$ cat src/design/cdr_pkg.sv
// Shared types and constants for the character display refresh engine.
// Holds the request and result structs, operation and command codes, and defaults.
// No dependencies; the other design files apart from cdr_fifo refer to it by scoped names.
`default_nettype none

package cdr_pkg;

    // Default grid size and queue depths.
    localparam int DEF_ROWS   = 2;
    localparam int DEF_COLS   = 16;
    localparam int CMDQ_DEPTH = 4;
    localparam int RESQ_DEPTH = 4;

    // Cell contents after reset or a clear, and the reset value of the none marker.
    localparam logic [7:0] SPACE_CODE      = 8'h20;
    localparam logic [7:0] NONE_CODE_RESET = 8'hFF;

    // Operation carried by an input request.
    typedef enum logic [1:0] {
        OP_TEXT   = 2'd0,
        OP_GLYPH  = 2'd1,
        OP_CLEAR  = 2'd2,
        OP_RENDER = 2'd3
    } op_t;

    // Display command carried by a result.
    typedef enum logic {
        CMD_SET_CURSOR = 1'b0,
        CMD_WRITE      = 1'b1
    } cmd_t;

    // States of the back-end sequencer.
    typedef enum logic [1:0] {
        BK_IDLE  = 2'd0,
        BK_SCAN  = 2'd1,
        BK_WRITE = 2'd2,
        BK_FLUSH = 2'd3
    } back_state_t;

    // Input request as seen on the ports.
    typedef struct packed {
        op_t        op;
        logic [5:0] col;
        logic [2:0] row;
        logic [7:0] code;
    } item_t;

    // Result as seen on the ports.
    typedef struct packed {
        cmd_t       cmd;
        logic [3:0] out_col;
        logic       out_row;
        logic [7:0] out_code;
        logic       last;
    } result_t;

    // Classified request passed from the front end to the back end.
    typedef struct packed {
        op_t        op;
        logic [3:0] col;
        logic       row;
        logic [7:0] code;
    } work_t;

endpackage

`default_nettype wire

$ cat src/design/char_display_diff_refresh.sv
// Character display refresh engine, top level. Uses cdr_pkg, cdr_front, cdr_fifo
// and cdr_back. Keeps a draw buffer and a shadow of the screen, both spaces at reset.
//
// Requests enter through push/full and item: text write, glyph write, clear, render.
// Results leave through empty/pop and result; the oldest waiting result is shown
// while empty is low. cfg_wr_en/cfg_wr_data set the glyph none marker (reset 0xFF).
// Writes and clears produce nothing. A render produces a set-cursor to (0,0), then
// for each changed cell in row-major order an optional set-cursor and a write; the
// final command of a render has last set.
// A request crosses the front end in its accept cycle and waits in a four-entry work
// queue. The back end retires writes and clears at one per cycle while no render is
// running. A render scans the grid at one cell per cycle, pausing on a changed cell
// while the result queue is full, and passes through a separate write state for each
// changed cell that needs a cursor move. The opening set-cursor is held until the scan
// produces the next command, so the first result enters the result queue when the scan
// reaches the first changed cell, or at the end of the scan when nothing changed.
// When the receiver stops popping, the four-entry result queue fills, the scan
// pauses, the work queue fills and full rises. Reset empties both queues, ends any
// render and sets both buffers to spaces.
`default_nettype none

module char_display_diff_refresh #(
    parameter int ROWS = cdr_pkg::DEF_ROWS,
    parameter int COLS = cdr_pkg::DEF_COLS
) (
    input  wire logic             clk,
    input  wire logic             rst_n,
    input  wire logic             cfg_wr_en,
    input  wire logic [7:0]       cfg_wr_data,
    input  wire logic             push,
    input  wire cdr_pkg::item_t   item,
    output logic                  full,
    output logic                  empty,
    input  wire logic             pop,
    output cdr_pkg::result_t      result
);

    logic             cmdq_push;
    logic             cmdq_full;
    logic             cmdq_pop;
    logic             cmdq_empty;
    cdr_pkg::work_t   cmdq_wr;
    cdr_pkg::work_t   cmdq_rd;
    logic             resq_push;
    logic             resq_full;
    cdr_pkg::result_t resq_wr;

    // Front end: configuration and request classification.
    cdr_front #(
        .ROWS (ROWS),
        .COLS (COLS)
    ) u_front (
        .clk         (clk),
        .rst_n       (rst_n),
        .cfg_wr_en   (cfg_wr_en),
        .cfg_wr_data (cfg_wr_data),
        .push        (push),
        .item        (item),
        .full        (full),
        .cmdq_full   (cmdq_full),
        .cmdq_push   (cmdq_push),
        .cmdq_data   (cmdq_wr)
    );

    // Work queue between the two halves.
    cdr_fifo #(
        .T     (cdr_pkg::work_t),
        .DEPTH (cdr_pkg::CMDQ_DEPTH)
    ) u_cmdq (
        .clk     (clk),
        .rst_n   (rst_n),
        .push    (cmdq_push),
        .wr_data (cmdq_wr),
        .full    (cmdq_full),
        .pop     (cmdq_pop),
        .rd_data (cmdq_rd),
        .empty   (cmdq_empty)
    );

    // Back end: buffers and render scan.
    cdr_back #(
        .ROWS (ROWS),
        .COLS (COLS)
    ) u_back (
        .clk        (clk),
        .rst_n      (rst_n),
        .cmdq_empty (cmdq_empty),
        .cmdq_data  (cmdq_rd),
        .cmdq_pop   (cmdq_pop),
        .resq_full  (resq_full),
        .resq_push  (resq_push),
        .resq_data  (resq_wr)
    );

    // Result queue toward the display side.
    cdr_fifo #(
        .T     (cdr_pkg::result_t),
        .DEPTH (cdr_pkg::RESQ_DEPTH)
    ) u_resq (
        .clk     (clk),
        .rst_n   (rst_n),
        .push    (resq_push),
        .wr_data (resq_wr),
        .full    (resq_full),
        .pop     (pop),
        .rd_data (result),
        .empty   (empty)
    );

endmodule

`default_nettype wire

$ cat src/design/cdr_fifo.sv
// Small synchronous queue built from registers, used between the front and back ends
// and on the result side. Depends only on its type and depth parameters.
`default_nettype none

module cdr_fifo #(
    parameter type T     = logic [7:0],
    parameter int  DEPTH = 4
) (
    input  wire logic clk,
    input  wire logic rst_n,
    input  wire logic push,
    input  wire T     wr_data,
    output logic      full,
    input  wire logic pop,
    output T          rd_data,
    output logic      empty
);

    localparam int PTR_W = (DEPTH > 1) ? $clog2(DEPTH) : 1;
    localparam int CNT_W = $clog2(DEPTH + 1);

    T                 mem_reg [DEPTH];
    logic [PTR_W-1:0] wr_ptr_reg, wr_ptr_next;
    logic [PTR_W-1:0] rd_ptr_reg, rd_ptr_next;
    logic [CNT_W-1:0] count_reg, count_next;
    logic             do_push;
    logic             do_pop;

    // Status flags and read data.
    assign full    = (count_reg == CNT_W'(DEPTH));
    assign empty   = (count_reg == '0);
    assign rd_data = mem_reg[rd_ptr_reg];
    assign do_push = push && !full;
    assign do_pop  = pop && !empty;

    // Pointer and occupancy updates.
    always_comb
    begin
        wr_ptr_next = wr_ptr_reg;
        rd_ptr_next = rd_ptr_reg;
        count_next  = count_reg;
        if (do_push)
        begin
            wr_ptr_next = (wr_ptr_reg == PTR_W'(DEPTH - 1)) ? '0 : wr_ptr_reg + 1'b1;
        end
        if (do_pop)
        begin
            rd_ptr_next = (rd_ptr_reg == PTR_W'(DEPTH - 1)) ? '0 : rd_ptr_reg + 1'b1;
        end
        if (do_push && !do_pop)
        begin
            count_next = count_reg + 1'b1;
        end
        else if (!do_push && do_pop)
        begin
            count_next = count_reg - 1'b1;
        end
    end

    // Control registers.
    always_ff @(posedge clk or negedge rst_n)
    begin
        if (!rst_n)
        begin
            wr_ptr_reg <= '0;
            rd_ptr_reg <= '0;
            count_reg  <= '0;
        end
        else
        begin
            wr_ptr_reg <= wr_ptr_next;
            rd_ptr_reg <= rd_ptr_next;
            count_reg  <= count_next;
        end
    end

    // Storage; holds payload only, so it needs no reset.
    always_ff @(posedge clk)
    begin
        if (do_push)
        begin
            mem_reg[wr_ptr_reg] <= wr_data;
        end
    end

endmodule

`default_nettype wire

$ cat src/design/cdr_front.sv
// Front end of the refresh engine: holds the none marker register and classifies
// each input request, dropping writes that can have no effect. Uses cdr_pkg.
`default_nettype none

module cdr_front #(
    parameter int ROWS = cdr_pkg::DEF_ROWS,
    parameter int COLS = cdr_pkg::DEF_COLS
) (
    input  wire logic           clk,
    input  wire logic           rst_n,
    input  wire logic           cfg_wr_en,
    input  wire logic [7:0]     cfg_wr_data,
    input  wire logic           push,
    input  wire cdr_pkg::item_t item,
    output logic                full,
    input  wire logic           cmdq_full,
    output logic                cmdq_push,
    output cdr_pkg::work_t      cmdq_data
);

    logic [7:0] none_code_reg, none_code_next;
    logic       accept;
    logic       in_grid;
    logic       keep;

    // Configuration register.
    assign none_code_next = cfg_wr_en ? cfg_wr_data : none_code_reg;

    always_ff @(posedge clk or negedge rst_n)
    begin
        if (!rst_n)
        begin
            none_code_reg <= cdr_pkg::NONE_CODE_RESET;
        end
        else
        begin
            none_code_reg <= none_code_next;
        end
    end

    // Requests are taken whenever the work queue has room.
    assign full   = cmdq_full;
    assign accept = push && !cmdq_full;

    // Writes outside the grid and transparent glyphs are dropped here.
    assign in_grid = (item.col < 6'(COLS)) && (item.row < 3'(ROWS));

    always_comb
    begin
        keep = 1'b1;
        case (item.op)
            cdr_pkg::OP_TEXT:  keep = in_grid;
            cdr_pkg::OP_GLYPH: keep = in_grid && (item.code != none_code_reg);
            default:           keep = 1'b1;
        endcase
    end

    assign cmdq_push      = accept && keep;
    assign cmdq_data.op   = item.op;
    assign cmdq_data.col  = item.col[3:0];
    assign cmdq_data.row  = item.row[0];
    assign cmdq_data.code = item.code;

endmodule

`default_nettype wire

$ cat src/design/cdr_back.sv
// Back end of the refresh engine: holds the draw buffer and the shadow of the screen,
// carries out writes and clears, and scans the grid on a render. Uses cdr_pkg.
`default_nettype none

module cdr_back #(
    parameter int ROWS = cdr_pkg::DEF_ROWS,
    parameter int COLS = cdr_pkg::DEF_COLS
) (
    input  wire logic           clk,
    input  wire logic           rst_n,
    input  wire logic           cmdq_empty,
    input  wire cdr_pkg::work_t cmdq_data,
    output logic                cmdq_pop,
    input  wire logic           resq_full,
    output logic                resq_push,
    output cdr_pkg::result_t    resq_data
);

    localparam int CELLS = ROWS * COLS;
    localparam int CELL_W = (CELLS > 1) ? $clog2(CELLS) : 1;
    localparam int COL_W = (COLS > 1) ? $clog2(COLS) : 1;
    localparam int ROW_W = (ROWS > 1) ? $clog2(ROWS) : 1;
    localparam int CUR_W = $clog2(COLS + 1);

    cdr_pkg::back_state_t state_reg, state_next;

    logic [7:0]        draw_reg  [CELLS];
    logic [7:0]        shown_reg [CELLS];
    logic [COL_W-1:0]  x_reg, x_next;
    logic [ROW_W-1:0]  y_reg, y_next;
    logic [CUR_W-1:0]  cx_reg, cx_next;
    logic [ROW_W-1:0]  cy_reg, cy_next;
    logic              pend_valid_reg, pend_valid_next;
    cdr_pkg::result_t  pend_reg, pend_next;

    logic [CELL_W-1:0] scan_idx;
    logic [CELL_W-1:0] cmd_idx;
    logic [7:0]        draw_cell;
    logic              cell_diff;
    logic              cur_match;
    logic              at_end;
    logic              go;

    logic              draw_we;
    logic              draw_clr;
    logic              shown_we;
    logic              start;
    logic              advance;
    logic              emit_en;
    logic              flush_push;
    cdr_pkg::result_t  emit_res;
    cdr_pkg::result_t  cursor_res;
    cdr_pkg::result_t  write_res;

    // Cell addressing and comparison at the scan position.
    assign scan_idx  = CELL_W'(int'(y_reg) * COLS + int'(x_reg));
    assign cmd_idx   = CELL_W'(int'(cmdq_data.row) * COLS + int'(cmdq_data.col));
    assign draw_cell = draw_reg[scan_idx];
    assign cell_diff = (draw_cell != shown_reg[scan_idx]);
    assign cur_match = (cx_reg == CUR_W'(x_reg)) && (cy_reg == y_reg);
    assign at_end    = (x_reg == COL_W'(COLS - 1)) && (y_reg == ROW_W'(ROWS - 1));
    assign go        = !resq_full;

    // The two kinds of command a scan can produce.
    always_comb
    begin
        cursor_res          = '0;
        cursor_res.cmd      = cdr_pkg::CMD_SET_CURSOR;
        cursor_res.out_col  = 4'(x_reg);
        cursor_res.out_row  = 1'(y_reg);
        write_res           = '0;
        write_res.cmd       = cdr_pkg::CMD_WRITE;
        write_res.out_code  = draw_cell;
    end

    // Next-state logic of the sequencer.
    always_comb
    begin
        state_next = state_reg;
        case (state_reg)
            cdr_pkg::BK_IDLE:
            begin
                if (!cmdq_empty && (cmdq_data.op == cdr_pkg::OP_RENDER))
                begin
                    state_next = cdr_pkg::BK_SCAN;
                end
            end
            cdr_pkg::BK_SCAN:
            begin
                if (!cell_diff || (go && cur_match))
                begin
                    state_next = at_end ? cdr_pkg::BK_FLUSH : cdr_pkg::BK_SCAN;
                end
                else if (go)
                begin
                    state_next = cdr_pkg::BK_WRITE;
                end
            end
            cdr_pkg::BK_WRITE:
            begin
                if (go)
                begin
                    state_next = at_end ? cdr_pkg::BK_FLUSH : cdr_pkg::BK_SCAN;
                end
            end
            cdr_pkg::BK_FLUSH:
            begin
                if (go)
                begin
                    state_next = cdr_pkg::BK_IDLE;
                end
            end
            default:
            begin
                state_next = cdr_pkg::BK_IDLE;
            end
        endcase
    end

    // Output and datapath controls of the sequencer.
    always_comb
    begin
        cmdq_pop   = 1'b0;
        draw_we    = 1'b0;
        draw_clr   = 1'b0;
        shown_we   = 1'b0;
        start      = 1'b0;
        advance    = 1'b0;
        emit_en    = 1'b0;
        flush_push = 1'b0;
        emit_res   = write_res;
        case (state_reg)
            cdr_pkg::BK_IDLE:
            begin
                if (!cmdq_empty)
                begin
                    cmdq_pop = 1'b1;
                    case (cmdq_data.op)
                        cdr_pkg::OP_TEXT,
                        cdr_pkg::OP_GLYPH:  draw_we  = 1'b1;
                        cdr_pkg::OP_CLEAR:  draw_clr = 1'b1;
                        cdr_pkg::OP_RENDER: start    = 1'b1;
                        default:            draw_we  = 1'b0;
                    endcase
                end
            end
            cdr_pkg::BK_SCAN:
            begin
                if (!cell_diff)
                begin
                    advance = 1'b1;
                end
                else if (go && !cur_match)
                begin
                    emit_en  = 1'b1;
                    emit_res = cursor_res;
                end
                else if (go)
                begin
                    emit_en  = 1'b1;
                    shown_we = 1'b1;
                    advance  = 1'b1;
                end
            end
            cdr_pkg::BK_WRITE:
            begin
                if (go)
                begin
                    emit_en  = 1'b1;
                    shown_we = 1'b1;
                    advance  = 1'b1;
                end
            end
            cdr_pkg::BK_FLUSH:
            begin
                flush_push = go;
            end
            default:
            begin
                cmdq_pop = 1'b0;
            end
        endcase
    end

    // The newest command is held back one step so the final one can be marked last.
    assign resq_push = (emit_en && pend_valid_reg) || flush_push;

    always_comb
    begin
        resq_data      = pend_reg;
        resq_data.last = flush_push;
    end

    // Next values of the scan position, tracked cursor and held command.
    always_comb
    begin
        x_next          = x_reg;
        y_next          = y_reg;
        cx_next         = cx_reg;
        cy_next         = cy_reg;
        pend_valid_next = pend_valid_reg;
        pend_next       = pend_reg;
        if (start)
        begin
            x_next          = '0;
            y_next          = '0;
            cx_next         = '0;
            cy_next         = '0;
            pend_valid_next = 1'b1;
            pend_next       = '0;
            pend_next.cmd   = cdr_pkg::CMD_SET_CURSOR;
        end
        if (advance && !at_end)
        begin
            if (x_reg == COL_W'(COLS - 1))
            begin
                x_next = '0;
                y_next = y_reg + 1'b1;
            end
            else
            begin
                x_next = x_reg + 1'b1;
            end
        end
        if (emit_en)
        begin
            pend_next = emit_res;
            if (emit_res.cmd == cdr_pkg::CMD_SET_CURSOR)
            begin
                cx_next = CUR_W'(x_reg);
                cy_next = y_reg;
            end
            else
            begin
                cx_next = CUR_W'(x_reg) + 1'b1;
            end
        end
        if (flush_push)
        begin
            pend_valid_next = 1'b0;
        end
    end

    // Control registers.
    always_ff @(posedge clk or negedge rst_n)
    begin
        if (!rst_n)
        begin
            state_reg      <= cdr_pkg::BK_IDLE;
            x_reg          <= '0;
            y_reg          <= '0;
            cx_reg         <= '0;
            cy_reg         <= '0;
            pend_valid_reg <= 1'b0;
        end
        else
        begin
            state_reg      <= state_next;
            x_reg          <= x_next;
            y_reg          <= y_next;
            cx_reg         <= cx_next;
            cy_reg         <= cy_next;
            pend_valid_reg <= pend_valid_next;
        end
    end

    // Held command payload.
    always_ff @(posedge clk)
    begin
        pend_reg <= pend_next;
    end

    // Draw buffer: single-cell writes and whole-buffer clear, spaces after reset.
    always_ff @(posedge clk or negedge rst_n)
    begin
        if (!rst_n)
        begin
            for (int i = 0; i < CELLS; i++)
            begin
                draw_reg[i] <= cdr_pkg::SPACE_CODE;
            end
        end
        else if (draw_clr)
        begin
            for (int i = 0; i < CELLS; i++)
            begin
                draw_reg[i] <= cdr_pkg::SPACE_CODE;
            end
        end
        else if (draw_we)
        begin
            draw_reg[cmd_idx] <= cmdq_data.code;
        end
    end

    // Shadow of the screen, updated as each changed cell is written out.
    always_ff @(posedge clk or negedge rst_n)
    begin
        if (!rst_n)
        begin
            for (int i = 0; i < CELLS; i++)
            begin
                shown_reg[i] <= cdr_pkg::SPACE_CODE;
            end
        end
        else if (shown_we)
        begin
            shown_reg[scan_idx] <= draw_cell;
        end
    end

    // A render always holds one command until it ends; outside a render nothing is held.
    a_idle_nothing_held: assert property (@(posedge clk) disable iff (!rst_n)
        (state_reg == cdr_pkg::BK_IDLE) |-> !pend_valid_reg)
        else $error("command held while sequencer idle");

    a_render_holds: assert property (@(posedge clk) disable iff (!rst_n)
        (state_reg != cdr_pkg::BK_IDLE) |-> pend_valid_reg)
        else $error("no command held during a render");

    // Results are only pushed when the result queue has room.
    a_no_overflow: assert property (@(posedge clk) disable iff (!rst_n)
        resq_push |-> !resq_full)
        else $error("result pushed into a full queue");

    // After a cursor move the cursor sits on a cell that still differs.
    a_write_after_move: assert property (@(posedge clk) disable iff (!rst_n)
        (state_reg == cdr_pkg::BK_WRITE) |-> (cell_diff && cur_match))
        else $error("write state entered without a pending changed cell");

endmodule

`default_nettype wire

$ cat config.mk
export PLATFORM = sky130hd
export DESIGN_NAME = char_display_diff_refresh
export DESIGN_NICKNAME = d
export VERILOG_FILES = /design/src/design/cdr_pkg.sv /design/src/design/char_display_diff_refresh.sv /design/src/design/cdr_fifo.sv /design/src/design/cdr_front.sv /design/src/design/cdr_back.sv
export SDC_FILE = /design/constraint.sdc
export NUM_CORES = 1
export LEC_CHECK = 0
export ABC_AREA = 1
export CAP_MARGIN = 20
export CORE_ASPECT_RATIO = 0.8
export CORE_MARGIN = 2
export CORE_UTILIZATION = 55
export DETAILED_ROUTE_END_ITERATION = 7
export DONT_BUFFER_PORTS = 1
export PLACE_DENSITY = 0.78
export SLEW_MARGIN = 30
export SYNTH_ARGS = -nofsm -noshare
export SYNTH_HDL_FRONTEND = slang
export SYNTH_SLANG_ARGS = --single-unit
$ cat constraint.sdc
create_clock -name clk -period 6.6 [get_ports clk]
set_input_delay 1.65 -clock clk [delete_from_list [all_inputs] [get_ports clk]]
set_output_delay 1.65 -clock clk [all_outputs]
set_load 0.05 [all_outputs]
After elaboration in Yosys (flattened, before gate mapping)
Memory sizes are Yosys's and may differ from the RTL's.
Cells that the tools add are included.
{ "op_classes": {"n_bitwise": 2, "eq_ne": 22, "addsub": 13, "n_reduce_logical": 47, "magnitude_cmp": 6, "muxes": 74} }
{ "op_table": {"columns": ["op", "count"], "rows": [
  ["bitwise mux 256 bit", 2],
  ["2-to-1 mux 256 bit", 2],
  ["binary-select mux 8 bit (select 5 bit)", 2],
  ["demux 8 bit (select 5 bit)", 2],
  ["2-to-1 mux 15 bit", 5],
  ["2-to-1 mux 8 bit", 6],
  ["2-to-1 mux 1 bit", 30],
  ["logical AND 1 bit", 21],
  ["2-to-1 mux 2 bit", 10],
  ["equality test 2 bit (second input constant)", 8],
  ["!= test 8 bit", 2],
  ["2-to-1 mux 5 bit", 3],
  [">= comparator 6 bit (second input constant)", 2],
  ["less-than comparator 6 x 1 -> 1 bit (second input constant)", 2],
  ["2-to-1 mux 3 bit", 4],
  ["2-to-1 mux 4 bit", 3],
  ["NOT 5 -> 6 bit", 2],
  ["nonzero test 2 bit", 6],
  ["logical NOT 1 bit", 11],
  ["adder 5 x 4 -> 5 bit", 2],
  ["adder 2 x 1 -> 2 bit (second input constant)", 4],
  ["case mux 1 bit (2 select lines)", 4],
  ["case mux 2 bit (4 select lines)", 1],
  ["adder 3 x 1 -> 3 bit (second input constant)", 2],
  ["19 further kinds", 28]
]} }
{ "word_totals": {"in_bits": 32, "wordCells": 247, "n_memories": 2, "ff_bits": 562, "out_inout_bits": 17, "ramBits": 120} }
{ "mem_list": {"columns": ["memory", "depth", "word_bits", "read_ports", "rd_ports_with_merged_regs", "wr", "line", "source"], "rows": [
  ["u_cmdq.mem_reg", 4, 15, 1, 0, 1, "cdr_fifo.sv:22", "T mem_reg [DEPTH];"],
  ["u_resq.mem_reg", 4, 15, 1, 0, 1, "cdr_fifo.sv:22", null]
]} }

Logic depth before layout (Yosys ltp)
Gate-level depths: netlist (run 1).
{ "logic_depth": {"word_depth": 15, "depth_mapped": 28, "mapped_depth_nobuf": 25} }

Hierarchy
From an unflattened synthesis (run 1), not the netlist that was laid out.
{ "hier_totals": {"cells_unflattened": 4234, "hier_area_um2": 34184.0} }
{ "by_module_without_submodules": {"columns": ["mod", "instances", "cells_each", "seq_area_each_um2", "area_per_inst_um2"], "rows": [
  ["cdr_back", 1, 3685, 13663.1, 27799.2],
  ["cdr_fifo", 2, 236, 1976.9, 2894.0],
  ["cdr_front", 1, 77, 210.2, 596.8]
]} }

Least setup slack after synthesis (run 1)
OpenSTA, ideal clock, no wires.
{ "synth_path": {"kind": "input to register", "start": "input item[0] (netlist name)", "end": "register u_cmdq.count_reg[1]", "setup_time_ns": 0.125, "cell_stages": 10, "setup_slack_ns": 2.959, "t_arrival_ns": 3.517, "n_path_buf": 0, "required_time_ns": 6.475, "path_cell_list": "xor2_1 a2111oi_0 nand4_1 a21o_1 nand3_1 inv_1 ha_1 inv_1 fa_1 mux2_2"} }
{ "synth_via": {"word_cells_on_any_way": 10, "classes_between": "eq/ne (1); mux (2); reduce/logical (7)"} }
{ "synth_lines": {"columns": ["item", "line", "source"], "rows": [
  ["start: declaration", "char_display_diff_refresh.sv:31", "input wire cdr_pkg::item_t item,"],
  ["!= test 8 bit", "cdr_front.sv:53", "cdr_pkg::OP_GLYPH: keep = in_grid && (item.code != none_code_reg);"],
  ["logical AND 1 bit", "cdr_front.sv:53", null],
  ["case mux 1 bit (2 select lines)", "cdr_front.sv:51", "case (item.op)"],
  ["logical AND 1 bit", "cdr_front.sv:58", "assign cmdq_push = accept && keep;"],
  ["logical AND 1 bit", "cdr_fifo.sv:33", "assign do_push = push && !full;"],
  ["net u_cmdq.do_push", "cdr_fifo.sv:26", "logic do_push;"],
  ["logical AND 1 bit", "cdr_fifo.sv:50", "if (do_push && !do_pop)"],
  ["2-to-1 mux 3 bit", "cdr_fifo.sv:50", null],
  ["net u_cmdq.count_next[1]", "cdr_fifo.sv:25", "logic [CNT_W-1:0] count_reg, count_next;"],
  ["end signal: assignment", "cdr_fifo.sv:73", "count_reg <= count_next;"],
  ["end: declaration", "cdr_fifo.sv:25", null]
]} }
The timed path passes the listed nets, and every way through them passes these cells.
A chain may end at the register's enable or synchronous reset.

Worst setup path after layout (run 1)
{ "layout_path": {"start": "register u_back.x_reg[1]", "end": "register u_resq.count_reg[2]"} }
{ "layout_via": {"elab_chain_cells": 14, "word_cells_on_any_way": 24, "classes_between": "add/sub (1); eq/ne (2); mux (10); bitwise (1); reduce/logical (10)"} }
{ "layout_rtl": {"columns": ["item", "line", "source"], "rows": [
  ["start: declaration", "cdr_back.sv:29", "logic [COL_W-1:0] x_reg, x_next;"],
  ["start signal: assignment", "cdr_back.sv:259", "x_reg <= x_next;"],
  ["adder 5 x 4 -> 5 bit", "cdr_back.sv:56", "assign scan_idx = CELL_W'(int'(y_reg) * COLS + int'(x_reg));"],
  ["NOT 5 -> 6 bit (not written as such)", "cdr_back.sv:58, cdr_back.sv:59", null],
  ["binary-select mux 8 bit (select 5 bit), on equally long branches", "cdr_back.sv:58, cdr_back.sv:59", null],
  ["2-to-1 mux 8 bit, on equally long branches (2 in a row)", "cdr_back.sv:58, cdr_back.sv:59", null],
  ["!= test 8 bit", "cdr_back.sv:59", "assign cell_diff = (draw_cell != shown_reg[scan_idx]);"],
  ["2-to-1 mux 1 bit *", "cdr_back.sv:149", "if (!cell_diff)"],
  ["case mux 1 bit (2 select lines) *", "cdr_back.sv:132", "case (state_reg)"],
  ["logical AND 1 bit *", "cdr_back.sv:186", "assign resq_push = (emit_en && pend_valid_reg) || flush_push;"],
  ["logical OR 1 bit *", "cdr_back.sv:186", null],
  ["logical AND 1 bit *", "cdr_fifo.sv:33", null],
  ["net u_resq.do_push", "cdr_fifo.sv:26", null],
  ["logical NOT 1 bit", "cdr_fifo.sv:54", "else if (!do_push && do_pop)"],
  ["logical AND 1 bit", "cdr_fifo.sv:54", null],
  ["nonzero test 2 bit (no line)", null, null],
  ["end signal: assignment", "cdr_fifo.sv:73", null],
  ["end: declaration", "cdr_fifo.sv:25", null]
]} }
Mark *: on every way through the listed nets, which the timed path passes. The rest lies on a longest branch. The select of a mux whose other input is x is not followed.

==> impl_metrics.toml, run 1 <==
[min_path]
hp-start = "u_back.shown_reg[125]"
hold_class = "flop to flop"

[routing]
drcViolationCount = 0
antenna_left = 0
wirelength_um = 92000
wl_per_cell_um = 19.1
drt_iter0_markers = 3803
firstDrtPassIters = 5
via_per_inst = 5.95
dr_total_vias = 28600

[critical_path]
arrival_ps = 5400
required_ps = 7110
path_class = "flop to flop"
path_cells = "inv_4, buf_4, o21ai_0, o21ai_0, nand2_1, nand2_1, nor2_1, nand2_1, xnor2_1, nand2_1, nor2_1, nand2_2, nand3_1, nand2_1, nand3_1, nand2_1, ha_1, inv_1, fa_1, a21oi_1, o21ai_0, xor2_1"
crit_slowest_cell = "dfrtp_4"
crit_path_end_kind = "flop"
crit_top_cell = "nand2_1"
cp_max_fo = 53
cpPeakStageDelay_ps = 710
rr_startpoint = "u_back.x_reg[1]"
cp-startpoint = "u_back.x_reg[1]"
startpoint_type = "flop"

[yosys]
ys_types = 43
synth_top_area_cell = "dfrtp_1"
synth_common_cells = "nand2_1 (1,356), dfrtp_1 (476), inv_1 (410)"
netlist_instances = 4079
synth_top_flop_cell = "dfrtp_1"
yosysSeqAreaShare_pct = 53.1
synth-edff-count = 134
async_flop_share_pct = 80.4
synth_top_area_share_pct = 35.5
ys_ff_latch = 682
yosys_warnings = 0
synth_area_leaders = "dfrtp_1 (35%), nand2_1 (15%), edfxtp_1 (12%)"
synth.net_count = 4133
syn_avg_cell_area_um2 = 8.24
yosysMostFrequentCell = "nand2_1"
netlist_area_um2 = 33600

[cts]
clock_path_buffers = 3
ctsResizeCount = 0
clk_latency_ps = 630
cts_tree = "built"
h-tree-depth = 3
clock-sinks = 682
clkTransAtPathRegs_ps = 60
root_buffer = "clkbuf_16"
post_cts_buffers = 0
cts-buffers-inserted = 69
cts_hold_buf = 0

[finish]
fin_cells = 4816
fill_cells = 5174
multiInputGateArea_um2 = 13200
n_antenna_cell = 0
layout.nets = 4025
area_growth_syn_to_layout_pct = 8.31
final_core_util_pct = 59.8
seqCellArea_um2 = 17800
drive_gt1_share_pct = 7.75
finalInstanceArea_um2 = 36400

[timing]
finClkSkew_ps = 28.4
finalSetupViolCount = 0
tns_ps = 0
maxSlewViolCount = 338
hold_viol_final = 0
slew_headroom_pct = -60.2
fin_ws_ps = 1710
tightest_slew_ps = 2400
hold_ws_ps = 462
post-route-min-period_ps = 4890
fin_crit_sh_pct = 74.1
rsz0062_at_grt = "no"
max_freq_mhz = 205

[floorplan]
die_h_um = 225
io_pins = 49
rows = 81
fp.dieArea_um2 = 63100
die_w_um = 280
initial_utilization_pct = 55.2
core_area_um2 = 60800

[grt]
grt_pass1_wl_um = 148000
grt-ovfl-total = 0
first_global_vias = 26800
grt_antenna_before_repair = 0
grt_max_degree = 549
track_usage_pct = 29.3

[placement]
dp_slack_ps = 1860
place.gp.congestion = 0.918
dpl-instance-area_um2 = 34100
place_inst = 4688
hpwl_um = 54900
io_buffer_count = 0

[flow_run]
maxCapViolations = 0

[outcome]
status = "finished, violations left"
violations = "slew limit"

[power_and_ir_drop]
power_mw = 17.2
leakage_nw = 17.3
ir_drop_mv = 0.339
pwr_density_cell_nw_per_um2 = 472
==> worst paths after layout <==
path,slack (ps),end,depth (start not counted)
setup / recovery,1710,u_resq.count_reg[2],22
hold / removal,460,u_back.shown_reg[125],2
setup reg to reg,1710,u_resq.count_reg[2],22
hold reg to reg,460,u_back.shown_reg[125],2
max in group asynchronous,3820,u_cmdq.rd_ptr_reg[0],0
min in group asynchronous,790,u_back.shown_reg[150],0
==> area by class of cell <==
cell class	count	area share [%]
flip-flops and latches	682	49.0
inverters	418	4.33
multi-input cells	2741	36.3
clock buffers	112	5.63
clock inverters	16	0.619
well taps	788	2.71
repair buffers	59	1.39
==> kinds of logic (layout without fill, tap and decap cells) <==
| logic type | Yosys count | after routing | synth area share (%) |
|---|---|---|---|
| and+or+nand+nor | 2114 | 2114 | 27.2 |
| DFF | 682 | 682 | 53.1 |
| buffers and inverters | 656 | 605 | 8.02 |
| AOI/OAI and AO/OA | 584 | 584 | 10.3 |
| adders and majority gates | 22 | 22 | 0.864 |
| xor gates and xnor gates | 15 | 15 | 0.391 |
| muxes | 6 | 6 | 0.201 |
==> critical path, delay by kind of cell, from the launching register on <==
family | cells | cell delay [ps]
xor+xnor | 2 | 210
flops | 1 | 710
fa+ha+maj | 2 | 610
buf+inv | 3 | 1240
simple gates | 11 | 1190
compound gates | 4 | 720
==> cell usage in the layout, fill, tap and decap left out, types with 27 or more instances in the layout <==
| cell type | instances |
|---|---|
| nand2_1 | 1355 |
| dfrtp_1 | 473 |
| inv_1 | 409 |
| nor2_1 | 327 |
| nand4_1 | 261 |
| o21ai_0 | 224 |
| o22ai_1 | 218 |
| edfxtp_1 | 134 |
| nand3_1 | 121 |
| dfstp_2 | 72 |
| clkbuf_16 | 69 |
| buf_4 | 54 |
| a21oi_1 | 50 |
| o211ai_1 | 39 |
| clkbuf_1 | 27 |
==> power by group <==
| group | switching (mW) | internal (mW) |
|---|---|---|
| Sequential | 0.467 | 5.28 |
| Combinational | 5.73 | 1.74 |
| Clock | 1.70 | 2.26 |
| Total | 7.89 | 9.28 |
==> routing by layer <==
metal  track usage, %  part of all wire (%)  up-vias
met5                0                     0        -
met4             9.56                   3.0        0
met3             7.01                    11      208
met2             42.2                    43     1431
met1             43.6                    44    13700
li1                 -                     -    13300
(Power assumes the default switching activity.)
==> inputs of run 2 (changes only) <==
--- a/config.mk
+++ b/config.mk
@@ -5,7 +5,7 @@
 export SDC_FILE = /design/constraint.sdc
 export NUM_CORES = 1
 export LEC_CHECK = 0
-export ABC_AREA = 1
+export ABC_AREA = 0
 export CAP_MARGIN = 20
 export CORE_ASPECT_RATIO = 0.8
 export CORE_MARGIN = 2
==> constraint.sdc (replaced) <==
create_clock -name clk -period 4.9 [get_ports clk]
set_input_delay 1.225 -clock clk [delete_from_list [all_inputs] [get_ports clk]]
set_output_delay 1.225 -clock clk [all_outputs]
set_load 0.05 [all_outputs]
==> run 2 against run 1 <==
- the run still ends with slew limit left
- clock skew rose by 10 ps
- sequential share of layout area grew 3.2 points
- power rose by 13%
- combinational power down 16%
- clock power increased by 39%
- design area fell by 6.1%
- flip-flop and latch count unchanged
- largest cell class unchanged
- highest routed layer is now met5
==> impl_metrics.toml, run 2 <==
[critical_path]
crit_slowest_cell = "dfrtp_4"
required_ps = 5460
cpPeakStageDelay_ps = 690
path_class = "flop to flop"
arrival_ps = 5330
path_cells = "buf_12, buf_12, mux2i_1, o22ai_1, nor4_2, nand2_1, xnor2_1, nand4_2, o21ai_1, a21oi_1, a21oi_2, inv_1, ha_1, inv_1, fa_1, xor2_1, nor2_1, xor2_1"
crit_path_end_kind = "flop"
startpoint_type = "flop"
cp_max_fo = 32

[yosys]
yosys_warnings = 0
synth-edff-count = 134
synth-compound-area-share_pct = 10.4
synth_top_family_by_area = "multiplexers"
synth_common_cells = "dfrtp_1 (476), mux2i_1 (264), mux2_1 (181)"
ys_ff_latch = 682
syn_avg_cell_area_um2 = 13.3
ys_types = 64
yosysSeqAreaShare_pct = 57.6
yosysMostFrequentCell = "dfrtp_1"
netlist_area_um2 = 30900
synth.net_count = 2382
synthSimpleGateAreaFrac_pct = 6.98
netlist_instances = 2328
yosys.area_share.xor_xnor_pct = 0.793
synth_mux_area_share_pct = 20.3
yosys.area_share.adder_pct = 0.938
synth_top_area_cell = "dfrtp_1"
synth_top_flop_cell = "dfrtp_1"
synth_top_area_share_pct = 38.5
async_flop_share_pct = 80.4
synth_area_leaders = "dfrtp_1 (39%), edfxtp_1 (13%), mux2i_1 (8.5%)"

[outcome]
violations = "slew limit"
status = "finished, violations left"

[floorplan]
rows = 77
io_pins = 49
die_h_um = 216
core_area_um2 = 55400
initial_utilization_pct = 55.8
fp.dieArea_um2 = 58200
die_w_um = 269

[grt]
track_usage_pct = 28.9
grt_max_degree = 549
grt_antenna_before_repair = 1
first_global_vias = 20400
grt-ovfl-total = 0
grt_pass1_wl_um = 128000

[timing]
max_freq_mhz = 209
rsz0062_at_grt = "no"
hold_viol_final = 0
tns_ps = 0
fin_crit_sh_pct = 97.5
post-route-min-period_ps = 4780
tightest_slew_ps = 1950
slew_headroom_pct = -30.3
hold_ws_ps = 366
finClkSkew_ps = 38.8
maxSlewViolCount = 221
finalSetupViolCount = 0

[cts]
cts_hold_buf = 0
clkTransAtPathRegs_ps = 70
clk_latency_ps = 640
post_cts_buffers = 0
cts_tree = "built"
cts-buffers-inserted = 68
clock_path_buffers = 3
h-tree-depth = 3
root_buffer = "clkbuf_16"
clock-sinks = 682

[routing]
met2_length_um = 35500
dr_total_vias = 20400
antenna_left = 0
firstDrtPassIters = 5
drt_iter0_markers = 2820
wl_met1_um = 36100
top_layer = "met5"
wl_per_cell_um = 26.7
via_per_inst = 6.51
dr_wl_met3_um = 9720
wirelength_um = 83500
drcViolationCount = 0

[finish]
area_growth_syn_to_layout_pct = 10.5
mostFrequentLayoutCells = "dfrtp_1 (474), mux2i_1 (264), mux2_1 (181)"
final_core_util_pct = 61.7
mostFrequentLayoutCell = "dfrtp_1"
layout.nets = 2372
drive_gt1_share_pct = 18.1

[placement]
hpwl_um = 54900
place.gp.congestion = 1.02
io_buffer_count = 0

[power_and_ir_drop]
pwr_density_cell_nw_per_um2 = 570
leakage_nw = 14.6
ir_drop_mv = 0.364

[flow_run]
maxCapViolations = 0

[min_path]
hold_class = "primary input to async pin"
[run 2: cell types whose count changed after synthesis, moves of 181 or more]
cell	before	now
mux2_1	0	181
mux2i_1	0	264
nor2_1	328	40
nand2_1	1356	160
nand4_1	261	4
inv_1	410	38
[run 2: final cells by class]
class                   count  area [um^2]
diodes                      1         2.50
clock buffers             100         1910
clock inverters            26          440
fillers                  4097        21200
inverters                  38          143
multi-input cells        1449        12200
flip-flops and latches    682        17800
well taps                 750          938
repair buffers             79          681
[run 2: report_power, final]
part	internal, mW	switching [mW]	total [mW]
registers	6.91	0.786	7.69
clock network	3.23	2.28	5.51
logic	1.99	4.28	6.27
[run 2: logic make-up after synthesis]
logic type | Yosys count
AOI/OAI and AO/OA | 475
xor gates and xnor gates | 28
adders and majority gates | 22
buffers and inverters | 197
DFF | 682
muxes | 564
and+or+nand+nor | 360
[run 2: routing by layer]
layer	track usage, %	up-vias
met4	7.64	2
met1	41.8	10400
met2	40.9	1057
met3	11.0	163
li1	-	8690
met5	0	-
[run 2: metrics by stage]
stage | instances | power, mW | area [um^2] | setup WS, ps
global route | 3124 | 20.2 | 34200 | 25.7
detailed placement | 2998 | 13.8 | 31800 | -10.6
finish | 3125 | 19.5 | 34200 | 125
global placement | 2998 | 13.6 | 31800 | 49.0
floorplan | 2328 | 11.8 | 30900 | 1110
CTS | 3124 | 19.3 | 34200 | 43.1
[run 2: worst paths after layout]
kind / from / to / slack, ps / cells past startpoint
setup / recovery: u_back.x_reg[1] / u_resq.count_reg[2] / 120 / 18
hold / removal: rst_n / u_cmdq.rd_ptr_reg[0] / 370 / 0
setup reg to reg: u_back.x_reg[1] / u_resq.count_reg[2] / 120 / 18
hold reg to reg: u_back.draw_reg[37] / u_back.draw_reg[37] / 470 / 2
max in group asynchronous: rst_n / u_back.shown_reg[60] / 3030 / 0
min in group clk: u_back.draw_reg[37] / u_back.draw_reg[37] / 470 / 2
[run 2: timing repair]
action / CTS / global route
setup endpoints to repair: 1 / 12
gates resized for setup: 1 / 1
hold endpoints to repair: 0 / 0
[run 2: worst max-delay path: cells and delay by family, from the launching register on]
kind / cells / cell delay, ps
muxes: 1 / 270
buffers and inverters: 4 / 720
DFF: 1 / 690
and+or+nand+nor: 4 / 1050
adders and majority gates: 2 / 620
xor gates and xnor gates: 3 / 530
AOI/OAI and AO/OA: 4 / 750
